## src/rtl/spsbs_pkg.sv

```systemverilog
package spsbs_pkg;

    localparam int MaxNodes = 64;
    localparam int MaxEdges = 256;
    localparam int WeightBits = 16;
    localparam int NodeBits = 6;
    localparam int EdgeBits = 8;
    localparam int CountBits = 9;
    localparam int DistBits = 30;
    localparam int SumBits = 36;
    localparam int CfgBits = 7;

    localparam logic [DistBits-1:0] InfDist = 30'h3fffffff;
    localparam logic [SumBits-1:0] SumLimit = 36'hfffffffff;

    localparam logic OpAddEdge = 1'b0;
    localparam logic OpEvaluate = 1'b1;

    typedef struct packed {
        logic [NodeBits-1:0] a;
        logic [NodeBits-1:0] b;
        logic [WeightBits-1:0] w;
    } edge_t;

    typedef enum logic [3:0] {
        ST_IDLE,
        ST_CLEAR,
        ST_POP,
        ST_POP_WAIT,
        ST_EDGE_RD,
        ST_EDGE_CHK,
        ST_DIST_WAIT,
        ST_RELAX,
        ST_SUM_RD,
        ST_SUM_ADD,
        ST_FINISH
    } state_t;

endpackage

```

## src/rtl/spsbs_queue_mem.sv

```systemverilog
module spsbs_queue_mem (
    input  logic                                clk,
    input  logic                                we,
    input  logic [spsbs_pkg::NodeBits-1:0]      waddr,
    input  logic [spsbs_pkg::NodeBits-1:0]      wdata,
    input  logic [spsbs_pkg::NodeBits-1:0]      raddr,
    output logic [spsbs_pkg::NodeBits-1:0]      rdata
);

    logic [spsbs_pkg::NodeBits-1:0] mem [spsbs_pkg::MaxNodes];

    always_ff @(posedge clk)
    begin
        if (we)
        begin
            mem[waddr] <= wdata;
        end
        rdata <= mem[raddr];
    end

endmodule

```

## config.mk

```make
export PLATFORM = sky130hd
export DESIGN_NAME = spsbs_queue_mem
export DESIGN_NICKNAME = d
export VERILOG_FILES = /design/src/rtl/spsbs_pkg.sv /design/src/rtl/spsbs_queue_mem.sv
export SDC_FILE = /design/constraint.sdc
export NUM_CORES = 1
export LEC_CHECK = 0
export ABC_AREA = 1
export BUFFER_PORTS_ARGS = -buffer_cell sky130_fd_sc_hd__buf_4
export CAP_MARGIN = 0
export CORE_ASPECT_RATIO = 2
export CORE_UTILIZATION = 62
export DETAILED_ROUTE_END_ITERATION = 10
export GPL_TIMING_DRIVEN = 0
export PLACE_DENSITY = 0.86
export SYNTH_ARGS = -nofsm -noshare
export SYNTH_HDL_FRONTEND = slang
export SYNTH_SLANG_ARGS = --single-unit
```

## constraint.sdc

```tcl
create_clock -name clk -period 2.7 [get_ports clk]
set_clock_uncertainty 0.1 [all_clocks]
set_input_delay 0.405 -clock clk [delete_from_list [all_inputs] [get_ports clk]]
set_output_delay 0.405 -clock clk [all_outputs]
set_load 0.01 [all_outputs]
```

==> flow_summary.yaml <==
outcome:
  status: "complete, no violations"
synthesis:
  synth.area.top_cells: "edfxtp_1 (72%), nand2_1 (11%), nand3_1 (10%), buf_2 (1.4%), nor2_1 (1.3%)"
  synth_top_cell_by_area: "edfxtp_1"
  synth_edf_count: 384
  yosysWarnings: 0
  seq_area_frac_synth_pct: 73.1
  ys_types: 14
  synth_ff_type: "edfxtp_1"
  avgSynthCellArea_um2: 11.6
  synth.cell_area_um2: 15900
  syn-instance-count: 1376
  yosysMostFrequentCell: "nand2_1"
  async_flop_share_pct: 0
  synth.ff_latch_count: 390
  netlist.area_leader.share_pct: 72.4
  netlist_top_cells_count: "nand2_1 (486), edfxtp_1 (384), nand3_1 (331)"
  synth_nets: 1396
timing:
  rsz0062_at_grt: "no"
  slew_viol_final: 0
  tightest_slew_ps: 1010
  min_period_ps: 2330
  hold_violations: 0
  fin_ws_ps: 367
  maxSlewHeadroom_pct: 32.0
  setup_viol: 0
  fmax_mhz: 429
  fin_setup_tns_ps: 0
  timing.final.crit_share_pct: 86.4
  holdWs_ps: 26.4
critical_path:
  crit_path_max_incr_delay_ps: 910
  cp_data_arrival_time_ps: 2440
  worstPathMaxFanout: 9
  crit_type: "in -> reg"
  timing.critical_path.buf_inv: 2
  cp_data_required_time_ps: 2800
  critPathTopFamily: "simple AND/OR/NAND/NOR gates"
  path_cells: "clkbuf_1, inv_1, nand4_1, nor2_1"
  startpoint_type: "primary input"
  cp-end-kind: "register"
  crit_slowest_cell: "nor2_1"
place:
  place_inst: 1737
  gp_congestion: 1.06
  place_ws_ps: -35.6
  io_buffers: 19
  dp_hpwl_um: 32600
clocking:
  cts_hold_buffers: 0
  cts_tree: "built"
  cts_buffers: 31
  postCtsResizedCells: 0
  cts_sinks: 390
  clk_pin_slew_ps: 70
  clockRootBuffer: "clkbuf_16"
  clk_latency_ps: 580
  post_cts_buffers: 0
  max-clock-path-buffers: 3
  h-tree-depth: 1
drt:
  post_drt_wl_per_cell_um: 27.3
  drc_errors: 0
  post_drt_via_cell_ratio: 6.48
  ant_nets: 0
  drtIter0Drc: 1663
  firstDrtPassIters: 7
  vias: 11600
  drt-total-wl_um: 48900
floorplan:
  rows: 82
  io_pins: 26
  die_w_um: 115
  initial_utilization_pct: 63.4
  coreArea_um2: 25100
  dieArea_um2: 26400
  die_h_um: 229
global_route:
  antenna_found_initial: 0
  grt-ovfl-total: 0
  grt.total_usage_pct: 38.5
  grt_pass1_vias: 11300
  grt_pass1_wl_um: 69900
  grt_max_degree: 65
run:
  maxCapViolCount: 0
finish:
  area_growth_pct: 10.8
  nets: 1454
  fin_cells: 1791
  drive_gt1_share_pct: 9.83
  insertedDiodeCount: 0
power_and_ir_drop:
  ir_drop_mv: 0.596
  leakage_uw: 0.00638
  total_power_uw: 12400
  powerDensity_nw_per_um2: 703
min_path:
  min_path_type: "in -> reg"
layout make-up:
class	instances	area (um^2)
Tap cell	336	420
Fill cell	1699	7490
Clock inverter	20	270
Sequential cell	390	11700
Timing Repair Buffer	25	188
Inverter	12	45.0
Clock buffer	34	787
Buffer	84	437
Multi-Input combinational cell	890	3850
worst paths after layout:
| path | endpoint | slack (ps) | from | cells past startpoint |
|---|---|---|---|---|
| worst max register to register | rdata[1]$_DFF_P_ | 1080 | mem[17][1]$_DFFE_PP_ | 8 |
| worst max-delay path | mem[24][3]$_DFFE_PP_ | 370 | waddr[1] | 4 |
| worst min register to register | rdata[2]$_DFF_P_ | 730 | mem[56][2]$_DFFE_PP_ | 8 |
| worst min-delay path | rdata[4]$_DFF_P_ | 30 | raddr[5] | 3 |
where the power goes:
| group | internal, uW | switching, uW |
|---|---|---|
| clock | 2680 | 2100 |
| sequential | 6700 | 13.3 |
| combinational | 216 | 703 |
placed cells by master (no fill, tap or decap), drive strengths merged, types with 8 or more instances in the layout:
cell | Yosys | final
buf | 69 | 94
nand2 | 486 | 486
inv | 12 | 13
nand4 | 9 | 9
edfxtp | 384 | 384
clkinv | 0 | 8
nand3 | 331 | 331
nor2 | 56 | 56
nor4 | 8 | 8
clkbuf | 15 | 49
stage by stage:
| stage | util (%) | area (um^2) |
|---|---|---|
| floorplan | - | 15900 |
| global placement | 65.6 | 16500 |
| detailed placement | 66.0 | 16600 |
| CTS | 70.2 | 17600 |
| global route | 70.2 | 17600 |
| finish | 70.2 | 17600 |
sequential cells by signal (all words and copies together) (netlist names):
name and cells:
mem 384, rdata 6
cell families (layout without fill, tap and decap cells):
logic type	count (synthesis)	count (layout)	synth area share, %
buf+inv	96	175	3.02
flops	390	390	73.1
simple gates	890	890	23.8
per-layer routing:
layer	share of wire, %	GRT usage [%]	wire length, um
met5	0	0	0
met4	11	36.3	5590
met3	9.6	6.60	4690
met2	50	63.1	24200
met1	29	41.1	14400
worst min-delay path, delay by kind of cell:
family	cells	cell delay (ps)
buffers and inverters	1	130
and+or+nand+nor	2	140
Note: power is estimated with default switching activity, not from simulation.
