<file path="config.mk">
export PLATFORM = sky130hd
export DESIGN_NAME = spsbs_dist_mem
export DESIGN_NICKNAME = d
export VERILOG_FILES = /design/src/rtl/spsbs_pkg.sv /design/src/rtl/spsbs_dist_mem.sv
export SDC_FILE = /design/constraint.sdc
export NUM_CORES = 2
export LEC_CHECK = 0
export BUFFER_PORTS_ARGS = -buffer_cell sky130_fd_sc_hd__clkbuf_2
export CELL_PAD_IN_SITES_DETAIL_PLACEMENT = 0
export CELL_PAD_IN_SITES_GLOBAL_PLACEMENT = 1
export CORE_AREA = 2 2 527 529
export DETAILED_ROUTE_END_ITERATION = 10
export DIE_AREA = 0 0 529 531
export HOLD_SLACK_MARGIN = 0.05
export PLACE_DENSITY = 0.56
export SETUP_SLACK_MARGIN = 0.1
export SLEW_MARGIN = 30
export SYNTH_ARGS = -nofsm -noshare
export SYNTH_HDL_FRONTEND = slang
export SYNTH_SLANG_ARGS = --single-unit
export TNS_END_PERCENT = 20
</file>
<file path="constraint.sdc">
create_clock -name clk -period 6.05 [get_ports clk]
set_input_delay 0.3025 -clock clk [delete_from_list [all_inputs] [get_ports clk]]
set_output_delay 0.3025 -clock clk [all_outputs]
set_load 0.01 [all_outputs]
</file>
<file path="src/rtl/spsbs_pkg.sv">
package spsbs_pkg;

    localparam int MaxNodes = 64;
    localparam int MaxEdges = 256;
    localparam int WeightBits = 16;
    localparam int NodeBits = 6;
    localparam int EdgeBits = 8;
    localparam int CountBits = 9;
    localparam int DistBits = 30;
    localparam int SumBits = 36;
    localparam int CfgBits = 7;

    localparam logic [DistBits-1:0] InfDist = 30'h3fffffff;
    localparam logic [SumBits-1:0] SumLimit = 36'hfffffffff;

    localparam logic OpAddEdge = 1'b0;
    localparam logic OpEvaluate = 1'b1;

    typedef struct packed {
        logic [NodeBits-1:0] a;
        logic [NodeBits-1:0] b;
        logic [WeightBits-1:0] w;
    } edge_t;

    typedef enum logic [3:0] {
        ST_IDLE,
        ST_CLEAR,
        ST_POP,
        ST_POP_WAIT,
        ST_EDGE_RD,
        ST_EDGE_CHK,
        ST_DIST_WAIT,
        ST_RELAX,
        ST_SUM_RD,
        ST_SUM_ADD,
        ST_FINISH
    } state_t;

endpackage

</file>
<file path="src/rtl/spsbs_dist_mem.sv">
module spsbs_dist_mem (
    input  logic                                clk,
    input  logic                                we,
    input  logic [spsbs_pkg::NodeBits-1:0]      waddr,
    input  logic [spsbs_pkg::DistBits-1:0]      wdata,
    input  logic [spsbs_pkg::NodeBits-1:0]      raddr,
    output logic [spsbs_pkg::DistBits-1:0]      rdata
);

    logic [spsbs_pkg::DistBits-1:0] mem [spsbs_pkg::MaxNodes];

    always_ff @(posedge clk)
    begin
        if (we)
        begin
            mem[waddr] <= wdata;
        end
        rdata <= mem[raddr];
    end

endmodule

</file>
==> results.json <==
{
  "leakage_nw": 26.8,
  "cts-root-buf": "clkbuf_16",
  "ys.warnings.count": 0,
  "wirelength_um": 199000,
  "hpwl_um": 113000,
  "drc": 0,
  "ys_types": 38,
  "die_width_um": 529,
  "grt_pass1_vias": 35804,
  "clk_pin_slew_ps": 60,
  "reg2reg_from": "mem[42][25]$_DFFE_PP_",
  "peakVddDrop_v": 0.000226,
  "status": "finished, final reports clean",
  "placed_cells": 6950,
  "synth_commonest_cells": "edfxtp_1, mux4_2, mux2i_1",
  "cp-start-kind": "input pin",
  "totalNegativeSetupSlack_ps": 0,
  "gp_congestion": 0.749,
  "coreArea_um2": 275000,
  "holdWs_ps": 90.0,
  "nNetsFinal": 3599,
  "avgViaCountPerCell": 4.77,
  "slew_headroom_pct": 30.9,
  "wl_per_cell_um": 27.2,
  "io_pins": 74,
  "final_cells": 7338,
  "setup_violations": 0,
  "ys_async_sr_fraction_pct": 0,
  "fin_util_pct": 31.4,
  "drt_first_pass_iters": 7,
  "ff_latch_area_um2": 58300,
  "synth_most_common_cell": "edfxtp_1",
  "yosysTopAreaCell": "edfxtp_1",
  "synth_edf_count": 1920,
  "first_iter_violations": 3736,
  "finalCriticalPeriod_ps": 2870,
  "startpoint": "raddr[1]",
  "synth_nets": 3353,
  "drive_gt1_share_pct": 26.9,
  "power_density_nw_per_um2": 332,
  "tightest_slew_ps": 1030,
  "synth_ff_type": "edfxtp_1",
  "numCtsBuffers": 202,
  "grt_overflow": 0,
  "synth.area.top_cells": "edfxtp_1, mux4_2, mux2i_1, a22oi_1, dfxtp_1",
  "syn_area_per_cell_um2": 22.4,
  "area_growth_syn_to_layout_pct": 16.8,
  "required_ps": 6790,
  "crit_type": "input pin to flip-flop",
  "h-tree-depth": 4,
  "portBuffers": 73,
  "ant_nets": 0,
  "pre_cts_slack_ps": 2310,
  "num_vias": 35017,
  "cap_violations": 0,
  "grt.total_usage_pct": 14.0,
  "ys_ff_latch": 1950,
  "rsz0062_at_grt": "no",
  "cts_setup_buffers": 0,
  "cp-end-kind": "flip-flop",
  "multiInputGateArea_um2": 15300,
  "slew_viol_final": 0,
  "grt_max_degree": 114,
  "hold_path_startpoint": "wdata[15]",
  "fin_area_um2": 86400,
  "finalWorstSetupSlack_ps": 3180,
  "power_mw": 28.7,
  "placed_area_um2": 79700,
  "ctsLongestPathBuffers": 3,
  "grt_pass1_wl_um": 281000,
  "timing.final.crit_share_pct": 47.5,
  "synth_top_area_share_pct": 77.9,
  "final.fill_count": 26276,
  "cts_num_sinks": 1950,
  "antenna_found_initial": 12,
  "cp_max_fo": 60,
  "clkLatencyLatePin_ps": 860,
  "syn_inst": 3309,
  "yosysSeqAreaShare_pct": 78.8,
  "initial_core_util_pct": 26.9,
  "hp-class": "input pin to flip-flop",
  "syn_area_um2": 74000,
  "fp.dieH_um": 531,
  "critPathArrivalTime_ps": 3620,
  "final.setup_skew_ps": 34.8,
  "clock.fmax_ghz": 0.348,
  "num_rows": 193,
  "dieArea_um2": 281000,
  "hold_viol_final": 0,
  "tritoncts": "built"
}
sequential cells by signal, summed over array words and instances (netlist names):
name   count
mem     1920
rdata     30
cells by family after synthesis:
| family | Yosys count | share of synthesized area, % |
|---|---|---|
| flops | 1950 | 78.8 |
| buf+inv | 184 | 1.31 |
| mux | 636 | 15.5 |
| simple gates | 281 | 1.86 |
| compound gates | 258 | 2.57 |
layout by cell type, fill, tap and decap left out, types with 7 or more instances in the layout:
cell type	Yosys	final
nand3_1	27	27
clkbuf_8	0	9
nand2b_1	8	8
dlygate4sd3_1	0	7
buf_4	36	134
a311oi_1	21	17
nor2_4	0	65
buf_12	0	7
o21ai_0	27	27
nand2_1	30	30
nand4_1	23	23
clkinv_16	0	10
clkbuf_1	80	42
o22ai_1	42	42
a22o_1	21	21
o221ai_1	12	12
dfxtp_1	30	30
nor2b_1	36	31
clkinv_1	0	45
bufinv_16	0	16
clkbuf_2	0	68
a22oi_1	111	111
mux4_2	408	408
clkinv_2	0	39
nor2_1	119	53
edfxtp_1	1920	1920
clkbuf_16	0	202
mux2i_1	228	228
nor4_1	8	8
layout make-up:
| cell class | count | area share [%] |
|---|---|---|
| multi-input cells | 1175 | 17.7 |
| diodes | 4 | 0.0116 |
| clock buffers | 253 | 6.18 |
| flip-flops and latches | 1950 | 67.4 |
| repair buffers | 225 | 1.99 |
| inverters | 1 | 0.00434 |
| clock inverters | 123 | 1.48 |
| well taps | 3607 | 5.22 |
layer usage:
layer  GRT usage [%]  up-vias  wire length, um
met5               0        -               40
met4            3.14        6             3710
met3            2.59      246            11700
met2            22.8     1073            95400
met1            19.5    19151            88500
li1                -    14541                -
report_power, final:
group | switching (mW) | leakage (nW) | internal (mW)
Clock | 5.31 | 3.22 | 6.98
Sequential | 0.0648 | 17.5 | 15.0
Combinational | 0.879 | 6.01 | 0.469
Total | 6.25 | 26.8 | 22.4
path summary, 6_finish.rpt:
check                                             end  slack [ps]  depth (start not counted)
worst min-delay path            mem[35][15]$_DFFE_PP_          90                          2
worst max-delay path                rdata[11]$_DFF_P_        3180                          7
worst min register to register       rdata[5]$_DFF_P_         750                          4
worst max register to register      rdata[25]$_DFF_P_        3840                          5
critical path, stage by stage:
cell and delay [ps]:
buf_8 460, buf_4 730, and2_2 830, a22oi_1 200, nand3_1 270, nand4_1 390
nor2_1 270
timing repair:
action                                 CTS  global route
resized for setup                        0             0
endpoints found under the hold margin   92             0
hold buffers                             7             0
(Power assumes the default switching activity.)
